### config.mk
export PLATFORM = sky130hd
export DESIGN_NAME = vdtb_div
export DESIGN_NICKNAME = d
export VERILOG_FILES = /design/src/rtl/core/vdtb_pkg.sv /design/src/rtl/core/vdtb_div.sv
export SDC_FILE = /design/constraint.sdc
export NUM_CORES = 1
export LEC_CHECK = 0
export BUFFER_PORTS_ARGS = -buffer_cell sky130_fd_sc_hd__buf_4
export CORE_MARGIN = 8
export CORE_UTILIZATION = 35
export CTS_CLUSTER_DIAMETER = 30
export CTS_CLUSTER_SIZE = 40
export DETAILED_ROUTE_END_ITERATION = 10
export SLEW_MARGIN = 10
export SYNTH_ARGS = -nofsm -noshare
export SYNTH_HDL_FRONTEND = slang
export SYNTH_SLANG_ARGS = --single-unit
### constraint.sdc
create_clock -name clk -period 3.65 [get_ports clk]
set_clock_uncertainty 0.1 [all_clocks]
set_input_delay 0.73 -clock clk [delete_from_list [all_inputs] [get_ports clk]]
set_output_delay 0.73 -clock clk [all_outputs]
set_load 0.02 [all_outputs]
### src/rtl/core/vdtb_pkg.sv
`timescale 1ns / 1ps
`default_nettype none
package vdtb_pkg;

  localparam int FRAC_W      = 32;
  localparam int SPEED_FRAC  = 30;
  localparam int DIV_W       = 76;
  localparam int DIV_CNT_W   = 7;
  localparam int ACC_W       = 96;

  localparam logic [31:0] HOST_FREQ_RST = 32'd1000000000;
  localparam logic [18:0] REFRESH_RST   = 19'd60000;
  localparam logic [31:0] SPEED_ONE     = 32'h4000_0000;

  // 1000 for millihertz, times 4 to move 30 speed fraction bits to 32
  localparam logic [DIV_W-1:0] IVL_SCALE = 76'd4000;

  // ceil(2^30 / 1000) and ceil(2^35 / 10), exact over the operand ranges used
  localparam logic [31:0] HZ_RECIP    = 32'd1073742;
  localparam logic [31:0] TENTH_RECIP = 32'd3435973837;

  typedef enum logic [1:0] {
    CMD_VBLANK = 2'd0,
    CMD_QUERY  = 2'd1,
    CMD_START  = 2'd2,
    CMD_STOP   = 2'd3
  } cmd_t;

  typedef enum logic [1:0] {
    REG_HOST_FREQ = 2'd0,
    REG_REFRESH   = 2'd1,
    REG_SPEED     = 2'd2
  } reg_idx_t;

  typedef struct packed {
    logic                 start;
    logic [DIV_CNT_W-1:0] nbits;
  } div_req_t;

  typedef enum logic [4:0] {
    ST_IDLE, ST_IVL_M, ST_IVL_D, ST_IVL_W, ST_DISP,
    ST_HZ_D, ST_HZ_W, ST_STP_D, ST_STP_W, ST_DL_D, ST_DL_W,
    ST_CHK, ST_K_W, ST_T0, ST_T1, ST_T2,
    ST_A0, ST_A1, ST_A2, ST_A3, ST_A4, ST_A5, ST_A6,
    ST_INT, ST_E0, ST_E1, ST_E2, ST_E3, ST_FIN, ST_OUT
  } state_t;

endpackage
`default_nettype wire

### src/rtl/core/vdtb_div.sv
`timescale 1ns / 1ps
`default_nettype none
module vdtb_div
  import vdtb_pkg::*;
(
  input  wire logic             clk,
  input  wire logic             rst_n,
  input  wire div_req_t         req,
  input  wire logic [DIV_W-1:0] dividend,
  input  wire logic [31:0]      divisor,
  output logic                  done,
  output logic [DIV_W-1:0]      quotient
);

  logic                 busy_r, busy_nxt;
  logic                 done_r, done_nxt;
  logic [DIV_CNT_W-1:0] cnt_r, cnt_nxt;
  logic [31:0]          rem_r, rem_nxt;
  logic [DIV_W-1:0]     q_r, q_nxt;
  logic [31:0]          dvs_r, dvs_nxt;
  logic [32:0]          rem_sh;
  logic                 ge;

  assign rem_sh = {rem_r, q_r[DIV_W-1]};
  assign ge     = rem_sh >= {1'b0, dvs_r};

  always_comb begin
    busy_nxt = busy_r;
    done_nxt = 1'b0;
    cnt_nxt  = cnt_r;
    rem_nxt  = rem_r;
    q_nxt    = q_r;
    dvs_nxt  = dvs_r;
    if (req.start) begin
      busy_nxt = 1'b1;
      cnt_nxt  = req.nbits;
      rem_nxt  = '0;
      q_nxt    = dividend;
      dvs_nxt  = divisor;
    end else if (busy_r) begin
      rem_nxt = ge ? 32'(rem_sh - {1'b0, dvs_r}) : rem_sh[31:0];
      q_nxt   = {q_r[DIV_W-2:0], ge};
      cnt_nxt = cnt_r - 1'b1;
      if (cnt_r == DIV_CNT_W'(1)) begin
        busy_nxt = 1'b0;
        done_nxt = 1'b1;
      end
    end
  end

  always_ff @(posedge clk) begin
    if (!rst_n) begin
      busy_r <= 1'b0;
      done_r <= 1'b0;
      cnt_r  <= '0;
    end else begin
      busy_r <= busy_nxt;
      done_r <= done_nxt;
      cnt_r  <= cnt_nxt;
    end
    rem_r <= rem_nxt;
    q_r   <= q_nxt;
    dvs_r <= dvs_nxt;
  end

  assign done     = done_r;
  assign quotient = q_r;

endmodule
`default_nettype wire
==> results of run 1 <==
[critical path, cell delays in order, from the launching register on]
cell and delay, ns:
edfxtp_1 0.33, inv_1 0.05, ha_1 0.42, and4_1 0.30, nor4b_1 0.42, a31oi_1 0.14
o21ai_1 0.13, nor3_1 0.08, o21ai_1 0.15, a311oi_4 0.13, buf_4 0.23, or4b_1 0.47
o311ai_0 0.11
[flip-flops by register name, summed over array words and instances, names as in the netlist]
signal	count
busy_r	1
dvs_r	32
done	1
cnt_r	7
rem_r	32
quotient	76
[power breakdown]
part | switching, W | internal (W)
clock network | 0.000827 | 0.000915
logic | 0.000593 | 0.000513
registers | 0.0000977 | 0.00200
[metrics by stage]
stage | util [%] | total power [W] | setup slack, ns
finish | 46.32 | 0.004950 | 0.5089
global route | 46.32 | 0.005203 | 0.2739
CTS | 46.32 | 0.005030 | 0.4840
detailed placement | 43.64 | 0.003250 | 0.5238
global placement | 43.64 | 0.003246 | 0.5333
floorplan | - | 0.002839 | 0.8063
[cell families (layout without fill, tap and decap cells)]
logic type / after synthesis / count (layout)
and+or+nand+nor: 135 / 135
AOI/OAI and AO/OA: 135 / 135
muxes: 99 / 99
DFF: 149 / 149
xor gates and xnor gates: 34 / 34
buffers and inverters: 76 / 274
adders and majority gates: 35 / 35
[how the worst max path moves through the flow]
stage / from / cells past startpoint / to
after floorplan: quotient[75]$_DFFE_PP_ / 12 / rem_r[30]$_SDFFE_PP0P_
after global placement: dvs_r[17]$_DFFE_PP_ / 12 / rem_r[23]$_SDFFE_PP0P_
after detailed placement: dvs_r[17]$_DFFE_PP_ / 12 / rem_r[1]$_SDFFE_PP0P_
after CTS: dvs_r[17]$_DFFE_PP_ / 12 / rem_r[1]$_SDFFE_PP0P_
after global routing: quotient[75]$_DFFE_PP_ / 12 / rem_r[28]$_SDFFE_PP0P_
final: dvs_r[17]$_DFFE_PP_ / 12 / rem_r[1]$_SDFFE_PP0P_
[layout by cell type (no fill, tap or decap), types with 24 or more instances in the layout]
| master | synthesis | layout |
|---|---|---|
| nand2_1 | 25 | 25 |
| a21oi_1 | 38 | 38 |
| dfxtp_1 | 41 | 40 |
| nor2_1 | 54 | 54 |
| ha_1 | 34 | 34 |
| mux2_2 | 75 | 75 |
| edfxtp_1 | 108 | 108 |
| inv_1 | 41 | 41 |
| buf_4 | 2 | 197 |
| a211oi_1 | 28 | 28 |
| mux2i_1 | 24 | 24 |
[final cells by class]
type	instances	area share, %
Clock buffer	17	4.208
Sequential cell	149	40.22
Tap cell	280	3.466
Multi-Input combinational cell	438	33.83
Inverter	42	1.560
Clock inverter	15	1.584
Timing Repair Buffer	200	15.14
[routing by layer]
layer	routed length, µm	track usage, %
met2	9268	23.78
met3	2439	9.023
met1	8535	17.24
met4	342	4.996
met5	0	0
==> results.yml, run 1 <==
outcome:
  status: "finished, final reports clean"
finish:
  multiInputGateArea_um2: 3420
  drive_above_1_share_pct: 36.70
  design_area_um2: 10110
  area.sequential_um2: 4065
  nFillCells: 2048
  syn_to_final_growth_pct: 29.78
  antenna_cells: 0
  layout.cells.non_filler: 1141
  layout.nets: 1001
synth:
  syn_nets: 816
  synthTopCellsByArea: "edfxtp_1 42%, mux2_2 11%, dfxtp_1 11%, ha_1 5.5%, mux2i_1 3.1%"
  syn-instance-count: 663
  yosysMostFrequentCell: "edfxtp_1"
  yosysTopAreaCellShare_pct: 41.64
  synth_xor_area_share_pct: 3.823
  synthesis.area_um2: 7789
  yosys.area_share.simple_pct: 8.675
  synthAdderAreaFrac_pct: 5.719
  synth-compound-area-share_pct: 11.58
  synthTopCellsByCount: "108 x edfxtp_1, 75 x mux2_2, 54 x nor2_1"
  synth_top_family_by_area: "multiplexers"
  synth_area_leader_cell: "edfxtp_1"
  yosys_warnings: 0
  syn_avg_cell_area_um2: 11.75
  synthMuxAreaShare_pct: 13.93
  synth-main-ff-cell: "edfxtp_1"
  ys_seq_area_share_pct: 52.18
  synthDistinctLibCells: 54
  synth_edf_count: 108
  ys_ff_latch: 149
  async_flop_share_pct: 0
setup_path:
  timing.rr.end: "rem_r[1]$_SDFFE_PP0P_"
  rrSetupSlack_ns: 0.51
  critPathLaunchType: "register"
  r2r_cells: 12
  critPathRequiredTime_ns: 3.87
  crit_path_end_kind: "register"
  worstPathArrival_ns: 3.36
  r2r_start: "dvs_r[17]$_DFFE_PP_"
  path_class: "register to register"
  path_max_fanout: 17
power:
  pwr_density_cell_nw_per_um2: 489.7
  p_leak_nw: 4.365
  vdd_drop_max_mv: 0.2303
route:
  wl_um: 20590
  first_pass_iters: 4
  drc: 0
  drt-initial-drc-count: 263
  viasPerCell: 5.025
  ant_nets: 0
  wire_per_inst_um: 18.04
  vias: 5733
cts:
  cts-buffers-inserted: 17
  ctsHoldBuffers: 0
  post-cts-setup-buffers: 0
  cts_tree: "built"
  clockRootBuffer: "clkbuf_16"
  cts_resized: 0
  clk_latency_ns: 0.44
  htreeDepth: 4
  clk_pin_slew_ns: 0.07
  cts_buffer_depth: 2
  clock_sinks: 149
sta:
  post-route-period-util_pct: 86.06
  rsz0062_at_grt: "false"
  tns_ns: 0
  hold_violations: 0
  max_freq_ghz: 0.3184
  hold_slack_ns: 0.3673
  worst_pin_slew_ns: 0.6668
  max_slew_margin_pct: 55.54
  final_max_slew_viol_count: 0
  finalSetupViolCount: 0
  final.min_clock_period_ns: 3.141
hold_path:
  min_to: "dvs_r[3]$_DFFE_PP_"
  hp-start: "divisor[3]"
  whs_path_depth: 1
  worstHoldPathType: "input port to register"
global_route:
  track_usage_pct: 15.29
  antenna_found_initial: 0
  gr-total-overflow: 0
  grt_pass1_wl_um: 32260
  grt_pass1_vias: 6073
  grt_max_degree: 76
placed_design:
  place_congestion: 0.7629
  portBuffers: 194
  placed_area_um2: 9523
  dp_hpwl_um: 15040
  place_inst: 1109
die:
  core_area_um2: 21820
  die_h_um: 165.2
  row_count: 54
  die_area_um2: 27280
  die_w_um: 165.2
  start_util_pct: 35.69
  ios: 195
job:
  maxCapViolations: 0
Power figures use the tool's default switching activity.
==> inputs of run 2 (changes only) <==
--- a/config.mk
+++ b/config.mk
@@ -6,11 +6,14 @@
 export NUM_CORES = 1
 export LEC_CHECK = 0
 export BUFFER_PORTS_ARGS = -buffer_cell sky130_fd_sc_hd__buf_4
-export CORE_MARGIN = 8
+export CELL_PAD_IN_SITES_DETAIL_PLACEMENT = 0
+export CELL_PAD_IN_SITES_GLOBAL_PLACEMENT = 2
+export CORE_MARGIN = 3
 export CORE_UTILIZATION = 35
 export CTS_CLUSTER_DIAMETER = 30
 export CTS_CLUSTER_SIZE = 40
 export DETAILED_ROUTE_END_ITERATION = 10
+export PLACE_DENSITY_LB_ADDON = 0.1
 export SLEW_MARGIN = 10
 export SYNTH_ARGS = -nofsm -noshare
 export SYNTH_HDL_FRONTEND = slang
==> results.yml, run 2 (synthesis results as in run 1) <==
sta:
  tns_ns: 0
  hold_slack_ns: 0.3734
  final.min_clock_period_ns: 3.119
  max_slew_margin_pct: 55.46
  finalSetupViolCount: 0
  rsz0062_at_grt: "false"
  worst_pin_slew_ns: 0.6681
  max_freq_ghz: 0.3207
  post-route-period-util_pct: 85.44
  final_max_slew_viol_count: 0
  hold_violations: 0
setup_path:
  crit_path_end_kind: "register"
  cp_slowest_cell: "o31ai_1"
  cp_num_buf_inv: 1
  r2r_start: "quotient[75]$_DFFE_PP_"
  worstPathArrival_ns: 3.36
  critPathRequiredTime_ns: 3.89
  cp_slowest_stage_delay_ns: 0.42
  rrSetupSlack_ns: 0.53
  timing.rr.end: "rem_r[26]$_SDFFE_PP0P_"
  path_max_fanout: 3
  cp_common_cell: "o31ai_1"
  crit_chain: "inv_1 > ha_1 > fa_1 > nor2b_1 > o2111ai_1 > a21oi_1 > o31ai_1 > and4_1 > o31ai_1 > xor2_1 > mux2i_1 > a211oi_1"
  cp_top_family: "compound AO/OA/AOI/OAI gates"
  r2r_cells: 12
  path_class: "register to register"
  critPathLaunchType: "register"
cts:
  htreeDepth: 4
  clk_latency_ns: 0.43
  cts-buffers-inserted: 17
  clock_sinks: 149
  cts_buffer_depth: 2
  clockRootBuffer: "clkbuf_16"
  cts_resized: 0
  ctsHoldBuffers: 0
  clk_pin_slew_ns: 0.07
  post-cts-setup-buffers: 0
  cts_tree: "built"
route:
  wire_per_inst_um: 17.83
  ant_nets: 0
  wl_um: 20290
  first_pass_iters: 4
  drc: 0
  drt-initial-drc-count: 229
  viasPerCell: 5.025
  vias: 5718
hold_path:
  hp-start: "divisor[20]"
  whs_path_depth: 1
  min_to: "dvs_r[20]$_DFFE_PP_"
  worstHoldPathType: "input port to register"
placed_design:
  portBuffers: 194
  dp_hpwl_um: 14930
  place_congestion: 0.8161
finish:
  nFillCells: 2008
  layout_commonest_cell: "buf_4"
  largest_reg_flops: 76
  mostFrequentLayoutCells: "199 x buf_4, 108 x edfxtp_1, 75 x mux2_2"
  layout.nets: 1003
  drive_above_1_share_pct: 36.85
  syn_to_final_growth_pct: 30.31
  final_util_pct: 47.39
  antenna_cells: 0
job:
  maxCapViolations: 0
power:
  pwr_density_cell_nw_per_um2: 496.7
  p_leak_nw: 4.387
  vdd_drop_max_mv: 0.2309
die:
  ios: 195
  die_h_um: 155.2
  core_area_um2: 21420
  die_area_um2: 24080
  die_w_um: 155.2
  start_util_pct: 36.36
  row_count: 53
global_route:
  grt_pass1_wl_um: 32400
  grt_pass1_vias: 6025
  grt_max_degree: 82
  gr-total-overflow: 0
  track_usage_pct: 17.01
  antenna_found_initial: 0
outcome:
  status: "finished, final reports clean"
-- run 2: cell count changes in the layout (fill, tap and decap cells not counted), sizes merged --
cell and delta:
bufinv +2, buf +2, inv -3, clkinv +1
-- run 2: worst max path at each step --
stage | slack, ns | cells after the start | to | start
floorplan | 0.81 | 12 | rem_r[30]$_SDFFE_PP0P_ | quotient[75]$_DFFE_PP_
global placement | 0.60 | 12 | rem_r[30]$_SDFFE_PP0P_ | quotient[75]$_DFFE_PP_
detailed placement | 0.56 | 12 | rem_r[26]$_SDFFE_PP0P_ | quotient[75]$_DFFE_PP_
CTS | 0.53 | 12 | rem_r[26]$_SDFFE_PP0P_ | quotient[75]$_DFFE_PP_
global route | 0.21 | 12 | rem_r[1]$_SDFFE_PP0P_ | dvs_r[17]$_DFFE_PP_
finish | 0.53 | 12 | rem_r[26]$_SDFFE_PP0P_ | quotient[75]$_DFFE_PP_
-- run 2: through the flow --
step	instances	setup WS [ns]	power [W]	instance area, µm²
floorplan	663	0.8063	0.002839	7789
global placement	1106	0.6028	0.003257	9532
detailed placement	1106	0.5649	0.003257	9532
CTS	1138	0.5301	0.005121	10150
global route	1138	0.2072	0.005304	10150
finish	1138	0.5314	0.005042	10150
-- run 2: power breakdown --
part	switching (W)	internal, W
combinational	0.000599	0.000516
sequential	0.0000959	0.00200
clock	0.000789	0.00104
-- run 2: final cells by class --
class | count | area [µm²] | area share (%)
clock buffer | 17 | 425.4 | 4.191
timing repair buffer | 202 | 1545 | 15.22
multi-input combinational | 438 | 3420 | 33.69
sequential | 149 | 4065 | 40.05
tap | 275 | 344.1 | 3.390
inverter | 42 | 157.7 | 1.553
clock inverter | 15 | 192.7 | 1.898
-- run 2: metal layers --
layer / part of all wire, % / wire (µm) / up-vias / track usage (%)
met1: 43 / 8646 / 2701 / 21.00
met2: 47 / 9538 / 173 / 27.36
li1: - / - / 2832 / -
met5: 0 / 0 / - / 0
met4: 1.1 / 216 / 0 / 3.918
met3: 9.3 / 1889 / 12 / 7.844
-- run 2: worst reg2reg max path, stage by stage (launching register included) --
cell       delay (ns)
edfxtp_1         0.37
inv_1            0.06
ha_1             0.21
fa_1             0.41
nor2b_1          0.18
o2111ai_1        0.15
a21oi_1          0.23
o31ai_1          0.15
and4_1           0.25
o31ai_1          0.42
xor2_1           0.19
mux2i_1          0.09
a211oi_1         0.22
